**config.mk**
```make
export PLATFORM = sky130hd
export DESIGN_NAME = fixed_record_delimiter_inserter
export DESIGN_NICKNAME = d
export VERILOG_FILES = /design/src/hdl/frdi_pkg.sv /design/src/hdl/fixed_record_delimiter_inserter.sv /design/src/hdl/frdi_emit.sv
export VERILOG_INCLUDE_DIRS = /design/src /design/src/hdl
export SDC_FILE = /design/constraint.sdc
export NUM_CORES = 1
export LEC_CHECK = 0
export ABC_CLOCK_PERIOD_IN_PS = 4900
export BUFFER_PORTS_ARGS = -buffer_cell sky130_fd_sc_hd__buf_2
export CAP_MARGIN = 20
export CORE_MARGIN = 1.5
export CORE_UTILIZATION = 58
export CTS_CLUSTER_DIAMETER = 50
export DETAILED_ROUTE_END_ITERATION = 16
export PLACE_DENSITY = 0.78
export SYNTH_ARGS = -nofsm -noshare
export SYNTH_HDL_FRONTEND = slang
export SYNTH_SLANG_ARGS = --single-unit
```
**constraint.sdc**
```tcl
create_clock -name clk -period 4.9 [get_ports clk]
set_clock_uncertainty 0.15 [all_clocks]
set_input_delay 0.245 -clock clk [delete_from_list [all_inputs] [get_ports clk]]
set_output_delay 0.245 -clock clk [all_outputs]
set_load 0.05 [all_outputs]
```
**src/hdl/fixed_record_delimiter_inserter_defines.svh**
```systemverilog
// assertion macros for the record delimiter inserter
`ifndef FIXED_RECORD_DELIMITER_INSERTER_DEFINES_SVH
`define FIXED_RECORD_DELIMITER_INSERTER_DEFINES_SVH

`ifndef SYNTHESIS
// same-cycle implication
`define FRDI_ASSERT_NOW(lbl, clk, rst_n, ante, cons) \
	lbl: assert property (@(posedge clk) disable iff (!rst_n) (ante) |-> (cons)) \
		else $error("frdi assertion failed");
// next-cycle implication
`define FRDI_ASSERT_NEXT(lbl, clk, rst_n, ante, cons) \
	lbl: assert property (@(posedge clk) disable iff (!rst_n) (ante) |=> (cons)) \
		else $error("frdi assertion failed");
`else
`define FRDI_ASSERT_NOW(lbl, clk, rst_n, ante, cons)
`define FRDI_ASSERT_NEXT(lbl, clk, rst_n, ante, cons)
`endif

`endif

```
**src/hdl/frdi_pkg.sv**
```systemverilog
package frdi_pkg;

	// register indexes on the configuration port
	localparam logic [1:0] REG_RECORD_LENGTH    = 2'd0;
	localparam logic [1:0] REG_DELIMITER_LENGTH = 2'd1;
	localparam logic [1:0] REG_DELIMITER_FIRST  = 2'd2;
	localparam logic [1:0] REG_DELIMITER_SECOND = 2'd3;

	// input item kinds
	localparam logic KIND_DATA = 1'b0;
	localparam logic KIND_EOS  = 1'b1;

	// byte order mark
	localparam logic [7:0] BOM_0 = 8'hef;
	localparam logic [7:0] BOM_1 = 8'hbb;
	localparam logic [7:0] BOM_2 = 8'hbf;

	typedef struct packed {
		logic       kind;
		logic [7:0] data_byte;
	} in_item_t;

	typedef struct packed {
		logic [7:0] out_byte;
		logic       is_inserted;
		logic       last;
	} out_item_t;

	// group of one to three bytes queued for the emitter
	typedef struct packed {
		logic            pass;   // byte order mark: bytes go out uncounted
		logic [1:0]      count;  // number of bytes, 1 to 3
		logic [2:0][7:0] bytes;
	} job_t;

	typedef enum logic [1:0] {
		PH_CHAR,
		PH_DELIM2,
		PH_BYTE
	} phase_t;

	// continuation bytes that follow a utf-8 lead byte
	function automatic logic [1:0] cont_count(input logic utf8, input logic [7:0] b);
		logic [1:0] n;
		n = 2'd0;
		if (utf8 && b[7]) begin
			if (!b[6])
				n = 2'd0;
			else if (!b[5])
				n = 2'd1;
			else if (!b[4])
				n = 2'd2;
			else
				n = 2'd3;
		end
		return n;
	endfunction

endpackage

```
**src/hdl/fixed_record_delimiter_inserter.sv**
```systemverilog
// Fixed-length record delimiter inserter. Bytes go out one per cycle unless
// stalled: each data byte gives one output byte, plus one per inserted
// delimiter byte, so an input transfer gives 1 to 3 results, up to 9 when
// the held three-byte prefix is released at once. The rate is set by the
// emitter, which puts one result a cycle into the output register while it
// is free. A two-entry queue between input and emitter lets a new transfer
// be taken while results are still going out. Transfers that only store
// a prefix byte, and an end of stream with nothing held, give no result.
`include "fixed_record_delimiter_inserter_defines.svh"

module fixed_record_delimiter_inserter import frdi_pkg::*; (
	input  logic        clk,
	input  logic        arst_n,
	// configuration
	input  logic        psel,
	input  logic        penable,
	input  logic        pwrite,
	input  logic [3:0]  paddr,
	input  logic [31:0] pwdata,
	output logic [31:0] prdata,
	output logic        pready,
	// input stream
	input  logic        in_valid,
	output logic        in_ready,
	input  in_item_t    in_item,
	// output stream
	output logic        out_valid,
	input  logic        out_ready,
	output out_item_t   out_item
);

	logic [15:0] record_length_q;
	logic [1:0]  delimiter_length_q;
	logic [7:0]  delimiter_first_q;
	logic [7:0]  delimiter_second_q;
	logic        cfg_wr;
	logic [1:0]  cfg_idx;

	logic [1:0]  prefix_count_q;
	logic [7:0]  prefix_bytes_q [2];
	logic        mode_decided_q;
	logic        utf8_mode_q;

	job_t        q_entry_q [2];
	logic        q_wr_ptr_q, q_rd_ptr_q;
	logic [1:0]  q_count_q;
	logic        in_fire, push, pop;
	job_t        push_job;
	logic        is_bom;

	// register port
	assign pready  = 1'b1;
	assign cfg_wr  = psel && penable && pwrite;
	assign cfg_idx = paddr[3:2];

	always_ff @(posedge clk or negedge arst_n) begin
		if (!arst_n) begin
			record_length_q    <= 16'd80;
			delimiter_length_q <= 2'd1;
			delimiter_first_q  <= 8'd10;
			delimiter_second_q <= 8'd10;
		end else if (cfg_wr) begin
			case (cfg_idx)
				REG_RECORD_LENGTH:    record_length_q    <= pwdata[15:0];
				REG_DELIMITER_LENGTH: delimiter_length_q <= pwdata[1:0];
				REG_DELIMITER_FIRST:  delimiter_first_q  <= pwdata[7:0];
				REG_DELIMITER_SECOND: delimiter_second_q <= pwdata[7:0];
				default:              record_length_q    <= record_length_q;
			endcase
		end
	end

	always_comb begin
		case (cfg_idx)
			REG_RECORD_LENGTH:    prdata = {16'd0, record_length_q};
			REG_DELIMITER_LENGTH: prdata = {30'd0, delimiter_length_q};
			REG_DELIMITER_FIRST:  prdata = {24'd0, delimiter_first_q};
			REG_DELIMITER_SECOND: prdata = {24'd0, delimiter_second_q};
			default:              prdata = 32'd0;
		endcase
	end

	// input side: room in the queue
	assign in_ready = (q_count_q != 2'd2);
	assign in_fire  = in_valid && in_ready;

	assign is_bom = (prefix_bytes_q[0] == BOM_0) && (prefix_bytes_q[1] == BOM_1) &&
		(in_item.data_byte == BOM_2);

	// prefix decode: which bytes this transfer releases
	always_comb begin
		push           = 1'b0;
		push_job.pass  = 1'b0;
		push_job.count = 2'd1;
		push_job.bytes = {in_item.data_byte, prefix_bytes_q[1], prefix_bytes_q[0]};
		if (in_item.kind == KIND_EOS) begin
			if (!mode_decided_q && prefix_count_q != 2'd0) begin
				push           = 1'b1;
				push_job.count = prefix_count_q;
			end
		end else if (!mode_decided_q) begin
			if (prefix_count_q == 2'd2) begin
				push           = 1'b1;
				push_job.count = 2'd3;
				push_job.pass  = is_bom;
			end
		end else begin
			push           = 1'b1;
			push_job.bytes = {8'd0, 8'd0, in_item.data_byte};
		end
	end

	// prefix and mode state
	always_ff @(posedge clk or negedge arst_n) begin
		if (!arst_n) begin
			prefix_count_q <= 2'd0;
			mode_decided_q <= 1'b0;
			utf8_mode_q    <= 1'b0;
		end else if (in_fire && !mode_decided_q) begin
			if (in_item.kind == KIND_EOS) begin
				if (prefix_count_q != 2'd0) begin
					mode_decided_q <= 1'b1;
					utf8_mode_q    <= 1'b0;
					prefix_count_q <= 2'd0;
				end
			end else if (prefix_count_q == 2'd2) begin
				mode_decided_q <= 1'b1;
				utf8_mode_q    <= is_bom;
				prefix_count_q <= 2'd0;
			end else begin
				prefix_count_q <= prefix_count_q + 2'd1;
			end
		end
	end

	// held prefix bytes
	always_ff @(posedge clk) begin
		if (in_fire && !mode_decided_q && in_item.kind == KIND_DATA &&
			prefix_count_q != 2'd2) begin
			prefix_bytes_q[prefix_count_q[0]] <= in_item.data_byte;
		end
	end

	// two-entry queue of byte groups
	always_ff @(posedge clk or negedge arst_n) begin
		if (!arst_n) begin
			q_wr_ptr_q <= 1'b0;
			q_rd_ptr_q <= 1'b0;
			q_count_q  <= 2'd0;
		end else begin
			if (in_fire && push)
				q_wr_ptr_q <= ~q_wr_ptr_q;
			if (pop)
				q_rd_ptr_q <= ~q_rd_ptr_q;
			q_count_q <= q_count_q + {1'b0, in_fire && push} - {1'b0, pop};
		end
	end

	always_ff @(posedge clk) begin
		if (in_fire && push)
			q_entry_q[q_wr_ptr_q] <= push_job;
	end

	frdi_emit u_emit (
		.clk              (clk),
		.arst_n           (arst_n),
		.record_length    (record_length_q),
		.delimiter_length (delimiter_length_q),
		.delimiter_first  (delimiter_first_q),
		.delimiter_second (delimiter_second_q),
		.utf8_mode        (utf8_mode_q),
		.head_valid       (q_count_q != 2'd0),
		.head             (q_entry_q[q_rd_ptr_q]),
		.pop              (pop),
		.out_valid        (out_valid),
		.out_ready        (out_ready),
		.out_item         (out_item)
	);

	// checks
	`FRDI_ASSERT_NOW(a_pop_needs_entry, clk, arst_n, pop, q_count_q != 2'd0)
	`FRDI_ASSERT_NOW(a_queue_bound, clk, arst_n, 1'b1, q_count_q <= 2'd2)
	`FRDI_ASSERT_NOW(a_prefix_undecided, clk, arst_n, prefix_count_q != 2'd0, !mode_decided_q)
	`FRDI_ASSERT_NOW(a_utf8_decided, clk, arst_n, utf8_mode_q, mode_decided_q)

endmodule

```
**src/hdl/frdi_emit.sv**
```systemverilog
module frdi_emit import frdi_pkg::*; (
	input  logic        clk,
	input  logic        arst_n,
	input  logic [15:0] record_length,
	input  logic [1:0]  delimiter_length,
	input  logic [7:0]  delimiter_first,
	input  logic [7:0]  delimiter_second,
	input  logic        utf8_mode,
	input  logic        head_valid,
	input  job_t        head,
	output logic        pop,
	output logic        out_valid,
	input  logic        out_ready,
	output out_item_t   out_item
);

	phase_t      phase_q, phase_d;
	logic [1:0]  idx_q;
	logic [15:0] char_pos_q, pos_d;
	logic [1:0]  cont_q, cont_d;
	logic        out_valid_q;
	out_item_t   out_item_q, em;
	logic        advance, byte_done, is_last_byte, overflow;
	logic [16:0] next_pos;
	logic [7:0]  cur_byte;

	// one result per cycle while the output register is free
	assign advance = head_valid && (!out_valid_q || out_ready);

	// current byte of the head group
	assign cur_byte = (idx_q == 2'd2) ? head.bytes[2] :
		(idx_q[0] ? head.bytes[1] : head.bytes[0]);
	assign is_last_byte = (idx_q == (head.count - 2'd1));

	// record position check
	assign next_pos = {1'b0, char_pos_q} + 17'd1;
	assign overflow = next_pos > {1'b0, record_length};

	// next phase
	always_comb begin
		phase_d = phase_q;
		case (phase_q)
			PH_CHAR: begin
				if (!head.pass && cont_q == 2'd0 && overflow)
					phase_d = delimiter_length[1] ? PH_DELIM2 : PH_BYTE;
			end
			PH_DELIM2: phase_d = PH_BYTE;
			PH_BYTE:   phase_d = PH_CHAR;
			default:   phase_d = PH_CHAR;
		endcase
	end

	// result and counting state for this cycle
	always_comb begin
		em.out_byte    = cur_byte;
		em.is_inserted = 1'b0;
		byte_done      = 1'b0;
		pos_d          = char_pos_q;
		cont_d         = cont_q;
		case (phase_q)
			PH_CHAR: begin
				if (head.pass) begin
					byte_done = 1'b1;
				end else if (cont_q != 2'd0) begin
					cont_d    = cont_q - 2'd1;
					byte_done = 1'b1;
				end else if (overflow) begin
					em.out_byte    = delimiter_first;
					em.is_inserted = 1'b1;
					pos_d          = 16'd1;
				end else begin
					pos_d     = next_pos[15:0];
					cont_d    = cont_count(utf8_mode, cur_byte);
					byte_done = 1'b1;
				end
			end
			PH_DELIM2: begin
				em.out_byte    = delimiter_second;
				em.is_inserted = 1'b1;
			end
			PH_BYTE: begin
				cont_d    = cont_count(utf8_mode, cur_byte);
				byte_done = 1'b1;
			end
			default: begin
				byte_done = 1'b0;
			end
		endcase
		em.last = byte_done && is_last_byte;
	end

	assign pop = advance && byte_done && is_last_byte;

	// control state
	always_ff @(posedge clk or negedge arst_n) begin
		if (!arst_n) begin
			phase_q     <= PH_CHAR;
			idx_q       <= 2'd0;
			char_pos_q  <= 16'd0;
			cont_q      <= 2'd0;
			out_valid_q <= 1'b0;
		end else begin
			if (advance) begin
				phase_q    <= phase_d;
				char_pos_q <= pos_d;
				cont_q     <= cont_d;
				if (pop)
					idx_q <= 2'd0;
				else if (byte_done)
					idx_q <= idx_q + 2'd1;
				out_valid_q <= 1'b1;
			end else if (out_ready) begin
				out_valid_q <= 1'b0;
			end
		end
	end

	// output register
	always_ff @(posedge clk) begin
		if (advance)
			out_item_q <= em;
	end

	assign out_valid = out_valid_q;
	assign out_item  = out_item_q;

endmodule

```
Word-level counts from Yosys, hierarchy flattened
Memory sizes are Yosys's and may differ from the RTL's.
Index checks and enable logic that the tools add are counted.
- output and inout port bits: 45
- memories kept: 2
- word-level logic and storage cells: 142
- input port bits: 52
- flip-flop bits (word level): 75
- bits in writable memories: 70
- muxes and demuxes: 51
- reduce and logical (&&, ||, !) cells: 41
- $lt $le $gt $ge: 1
- equal/unequal tests: 17
- add/subtract/negate cells: 7
- bitwise gates (word level): 5
- memories (memory ; depth ; bits a word ; rd ports ; clocked after Yosys merged registers in ; write ports ; RTL line ; text):
    q_entry_q ; 2 ; 27 ; 1 ; 0 ; 1 ; fixed_record_delimiter_inserter.sv:44 ; job_t q_entry_q [2];
    prefix_bytes_q ; 2 ; 8 ; 2 ; 0 ; 1 ; fixed_record_delimiter_inserter.sv:40 ; logic [7:0] prefix_bytes_q [2];
- operators by type and width (operator ; number):
    32-bit case mux with 4 select lines ; 1
    24-bit two-way mux ; 2
    2-bit two-way mux ; 15
    9-bit two-way mux ; 3
    8-bit equality test (second input constant) ; 3
    1-bit two-way mux ; 21
    9-bit case mux with 2 select lines ; 1
    16-bit by 1-bit adder with 17-bit output (second input constant) ; 1
    17-bit by 16-bit greater-than comparator with 1-bit output ; 1
    1-bit logical AND ; 17
    16-bit two-way mux ; 1
    8-bit two-way mux ; 2
    2-bit AND reduction ; 7
    2-bit nonzero test ; 7
    2-bit equality test (second input constant) ; 5
    2-bit case mux with 2 select lines ; 2
    4-bit AND reduction ; 2
    2-bit logical NOT ; 3
    3-bit two-way mux ; 2
    2-bit != test (second input constant) ; 3
    1-bit NOT ; 5
    2-bit by 1-bit adder with 2-bit output (second input constant) ; 2
    2-bit by 1-bit equality test with 1-bit output (second input constant) ; 2
    2-bit by 1-bit != test with 1-bit output (second input constant) ; 2
    other kinds (9) ; 12

Depth between registers and ports, before layout
An unclocked memory read counts as a cell.
- depth after elaboration: 11
- mapped depth: 20
- depth with buffers taken out: 20

Cells and area by module
Synthesis repeated with hierarchy kept, for this count alone.
- cells, all modules: 596
- area total of the unflattened synthesis: 7420.9 sq um
- by module, submodules not included (module ; area each (sq um) ; instances ; cells an instance ; sequential area each (sq um)):
    fixed_record_delimiter_inserter ; 4794.6 ; 1 ; 303 ; 3161.8
    frdi_emit ; 2626.3 ; 1 ; 293 ; 875.8

Least setup slack after synthesis
No wires, ideal clock.
- path type: register to register
- start: register u_emit.char_pos_q[0]
- end: register q_count_q[1]
- library setup time: 0.123 ns
- buffers on the path: 0
- arrival time: 3.497 ns
- slack: 1.131 ns
- stages on the path, launching flop included: 21
- required time: 4.627 ns
- period minus slack after synthesis: 3.769 ns
- cells stage by stage: dfrtp_1 ha_1 nand3_2 nor2_2 nand3_4 nor2_1 nand3_1 xnor2_1 ha_1 nand3_1 nor3_1 a211oi_1 a211oi_2 o21ai_2 nand3_1 inv_1 ha_1 inv_1 ha_1 xnor2_1 xnor2_1
- longest elaborated chain between the ends: 9
- RTL lines (item ; RTL line ; text):
    from (decl) ; frdi_emit.sv:19 ; logic [15:0] char_pos_q, pos_d;
    from (signal assigned) ; frdi_emit.sv:105 ; char_pos_q <= pos_d;
    16-bit by 1-bit adder with 17-bit output ; frdi_emit.sv:36 ; assign next_pos = {1'b0, char_pos_q} + 17'd1;
    17-bit by 16-bit greater-than comparator with 1-bit output ; frdi_emit.sv:37 ; assign overflow = next_pos > {1'b0, record_length};
    1-bit two-way mux ; frdi_emit.sv:67 ; end else if (overflow) begin
    1-bit two-way mux ; frdi_emit.sv:64 ; end else if (cont_q != 2'd0) begin
    1-bit two-way mux ; frdi_emit.sv:62 ; if (head.pass) begin
    1-bit case mux with 2 select lines ; frdi_emit.sv:60 ; case (phase_q)
    1-bit logical AND (2 in series) ; frdi_emit.sv:92 ; assign pop = advance && byte_done && is_last_byte;
    named net pop ; fixed_record_delimiter_inserter.sv:47 ; logic in_fire, push, pop;
    2-bit by 1-bit subtractor with 2-bit output ; fixed_record_delimiter_inserter.sv:155 ; q_count_q <= q_count_q + {1'b0, in_fire && push} - {1'b0, pop};
    to (signal assigned) ; fixed_record_delimiter_inserter.sv:155 ;
    to (decl) ; fixed_record_delimiter_inserter.sv:46 ; logic [1:0] q_count_q;
The timed path passes the listed nets, and every way through them passes these cells.
A chain may end at the register's enable or synchronous reset.

Final worst setup path
Same ends and word-level chain as after synthesis.

==> summary.md <==
| Metric | Value |
|---|---|
| Final Net Count | 766 |
| H-tree levels | 4 |
| Initial Util | 59.6% |
| Post-synth top flop | edfxtp_1 |
| Hold crit path type | input pin to flop |
| FF+latch count, synth | 145 |
| Slew @ Worst Pin | 0.865 ns |
| CORE AREA | 0.0120 mm^2 |
| Worst slew margin | 42.2% |
| Pleak | 3.47 nW |
| # setup viols final | 0 |
| Total track usage | 25.3% |
| WL per Instance | 18.0 um |
| Die X | 114 um |
| Via count | 4,957 |
| RSZ-0062 raised after global routing | no |
| Max Freq | 233 MHz |
| Final Max Tran Viols | 0 |
| Crit path time final | 4.29 ns |
| Startpoint types | flop |
| Max Cap Violations | 0 |
| Final hold vios | 0 |
| Largest net degree at the start of global routing | 66 |
| Kind of critical path | flop to flop |
| DR pass1 iterations | 5 |
| Status | complete, no violations |
| Post-synthesis cell type count | 58 |
| Final worst-path cycle share | 87.6% |
| Syn Inst Count | 602 |
| Vias in the first global route | 4,935 |
| VDD IR-drop max | 0.346 mV |
| Number of synthesized flops with an enable pin | 80 |
| Final core occ | 69.9% |
| TritonCTS Buffers | 17 |
| Layout cells sized above 1 | 23.3% |
| Clock sinks | 145 |
| Wirelength, routed | 15,400 um |
| GPL Wtd Cong | 0.842 |
| WP data required | 5.09 ns |
| Register area share after synthesis | 56.4% |
| 1st-iter DRT viols | 342 |
| Non-filler cells, final | 854 |
| CP Max Fanout | 7 |
| Die Y | 114 um |
| WP data arrival | 4.48 ns |
| PD cells | 527 mW/mm^2 |
| Antenna-violating nets left | 0 |
| Antenna diodes | 0 |
| PortBufs | 61 |
| DP Cell Count | 795 |
| Clock Latency Late Sink | 0.42 ns |
| Root Driver | clkbuf_16 |
| Mean instance size in the synthesized netlist | 11.9 um^2 |
| Row cnt | 40 |
| DRC | 0 |
| Max Root-Sink Buffers | 2 |
| Setup TNS | 0 ns |
| Initial antenna violation count | 0 |
| Via density | 5.80 |
| Remaining Overflow, GRT | 0 |
| Area growth syn-to-layout | 17.3% |
| Leading cell type in the layout, fill and taps excluded | edfxtp_1 |
| CTS tree | done |
| Detail Placement HPWL | 10,400 um |
| Post-Syn Area | 0.00716 mm^2 |
| Commonest cells after routing, fill and taps aside | 80 x edfxtp_1, 62 x buf_2, 60 x nand2_1 |
| Area of the die | 0.0130 mm^2 |
| CP endpoint kind | flop |
| Yosys warning total | 0 |
| Synth async-reset ratio | 44.8% |
| First-pass GRT wire length | 24,500 um |
| Worst-path clk slew | 0.06 ns |
| # IOs | 97 |
## kinds of logic after synthesis
kind of cell,Yosys count,share of synthesized area (%)
AO/OA/AOI/OAI,95,8.98
XOR/XNOR,20,2.45
adder cells (fa/ha/maj),20,3.50
buffers and inverters,67,4.58
flip-flops,145,56.4
multiplexers,60,10.1
other,2,0.105
AND/OR/NAND/NOR,193,13.9
## routing by layer
metal  vias to the layer above  part of all wire (%)  global-route usage [%]
li1                       2333                     -                       -
met1                      2426                    41                    28.7
met2                       154                    52                    43.9
met3                        44                   4.6                    7.04
met4                         0                   3.4                    12.6
met5                         -                     0                       0
## where the power goes
group / total, mW / switching, mW / internal (mW) / leakage, nW
Clock: 1.25 / 0.501 / 0.752 / 0.279
Sequential: 1.75 / 0.167 / 1.58 / 1.53
Combinational: 1.42 / 0.906 / 0.517 / 1.67
Total: 4.43 / 1.57 / 2.85 / 3.47
## critical path: stages (launching register included)
cell	delay [ns]
dfrtp_1	0.44
ha_1	0.26
nand3_2	0.15
nor2_2	0.22
nand3_4	0.15
nor2_1	0.22
nand3_1	0.16
xnor2_1	0.17
ha_1	0.33
nand3_1	0.08
nor3_1	0.25
a211oi_1	0.11
a211oi_2	0.37
o21ai_2	0.14
nand3_1	0.15
inv_1	0.06
ha_1	0.27
inv_1	0.03
ha_1	0.17
xnor2_1	0.17
xnor2_1	0.14
## timing repair
action,4_1_cts,5_1_grt
endpoints found under the hold margin,110,0
hold buffers,27,0
buffers inserted,0,0
resized for setup,0,0
## cell type report
cell class | count | area, um^2
Sequential cell | 145 | 4040
Timing Repair Buffer | 99 | 656
Inverter | 26 | 97.6
Multi-Input combinational cell | 405 | 2860
Clock buffer | 20 | 437
Fill cell | 842 | 3610
Tap cell | 147 | 184
Clock inverter | 12 | 131
## sequential cells by signal (all words and copies together), names as in the netlist
| register | count |
|---|---|
| q_entry_q | 54 |
| prefix_bytes_q | 16 |
| record_length_q | 16 |
| u_emit.char_pos_q | 16 |
| u_emit.out_item | 10 |
| delimiter_first_q | 8 |
| delimiter_second_q | 8 |
| delimiter_length_q | 2 |
| prefix_count_q | 2 |
| q_count_q | 2 |
| u_emit.cont_q | 2 |
| u_emit.idx_q | 2 |
| u_emit.phase_q | 2 |
| mode_decided_q | 1 |
| q_rd_ptr_q | 1 |
| q_wr_ptr_q | 1 |
| u_emit.out_valid | 1 |
| utf8_mode_q | 1 |
## final timing paths
check / from / end / slack (ns) / cells after the start
max: u_emit.char_pos_q[0] / q_count_q[1] / 0.61 / 20
max reg2reg: u_emit.char_pos_q[0] / q_count_q[1] / 0.61 / 20
min in group asynchronous: arst_n / record_length_q[0] / 0.40 / 3
min reg2reg: q_wr_ptr_q / q_wr_ptr_q / 0.37 / 1
max in group asynchronous: arst_n / u_emit.char_pos_q[3] / 3.64 / 3
min: in_item[8] / q_entry_q[1][24] / 0.06 / 2
## per-stage QoR
step                setup WS [ns]  hold WS [ns]  total power [mW]  area [um^2]
finish                      0.609        0.0563              4.43         8400
global route                0.268        0.0541              4.63         8400
detailed placement          0.674         0.306              3.16         7560
global placement            0.767         0.302              3.10         7560
floorplan                    1.13        -0.201              2.81         7220
CTS                         0.632        0.0491              4.44         8400
## cell usage after synthesis (all sizes together) (10+ instances only)
cell type  count  share of area [%]
mux2          30                4.7
o21ai         40                2.9
xnor2         14                1.7
clkbuf        18               0.94
a21oi         20                1.6
dfrtp         58                 20
nand2         60                3.1
mux2i         23                3.2
and2          20                1.7
ha            20                3.5
nor2          37                2.1
buf           23                2.3
inv           26                1.4
nand4         11               0.96
edfxtp        80                 34
nor3b         10                1.1
nand3         15                1.3
nor3          20                1.6
Power figures use the tool's default switching activity.
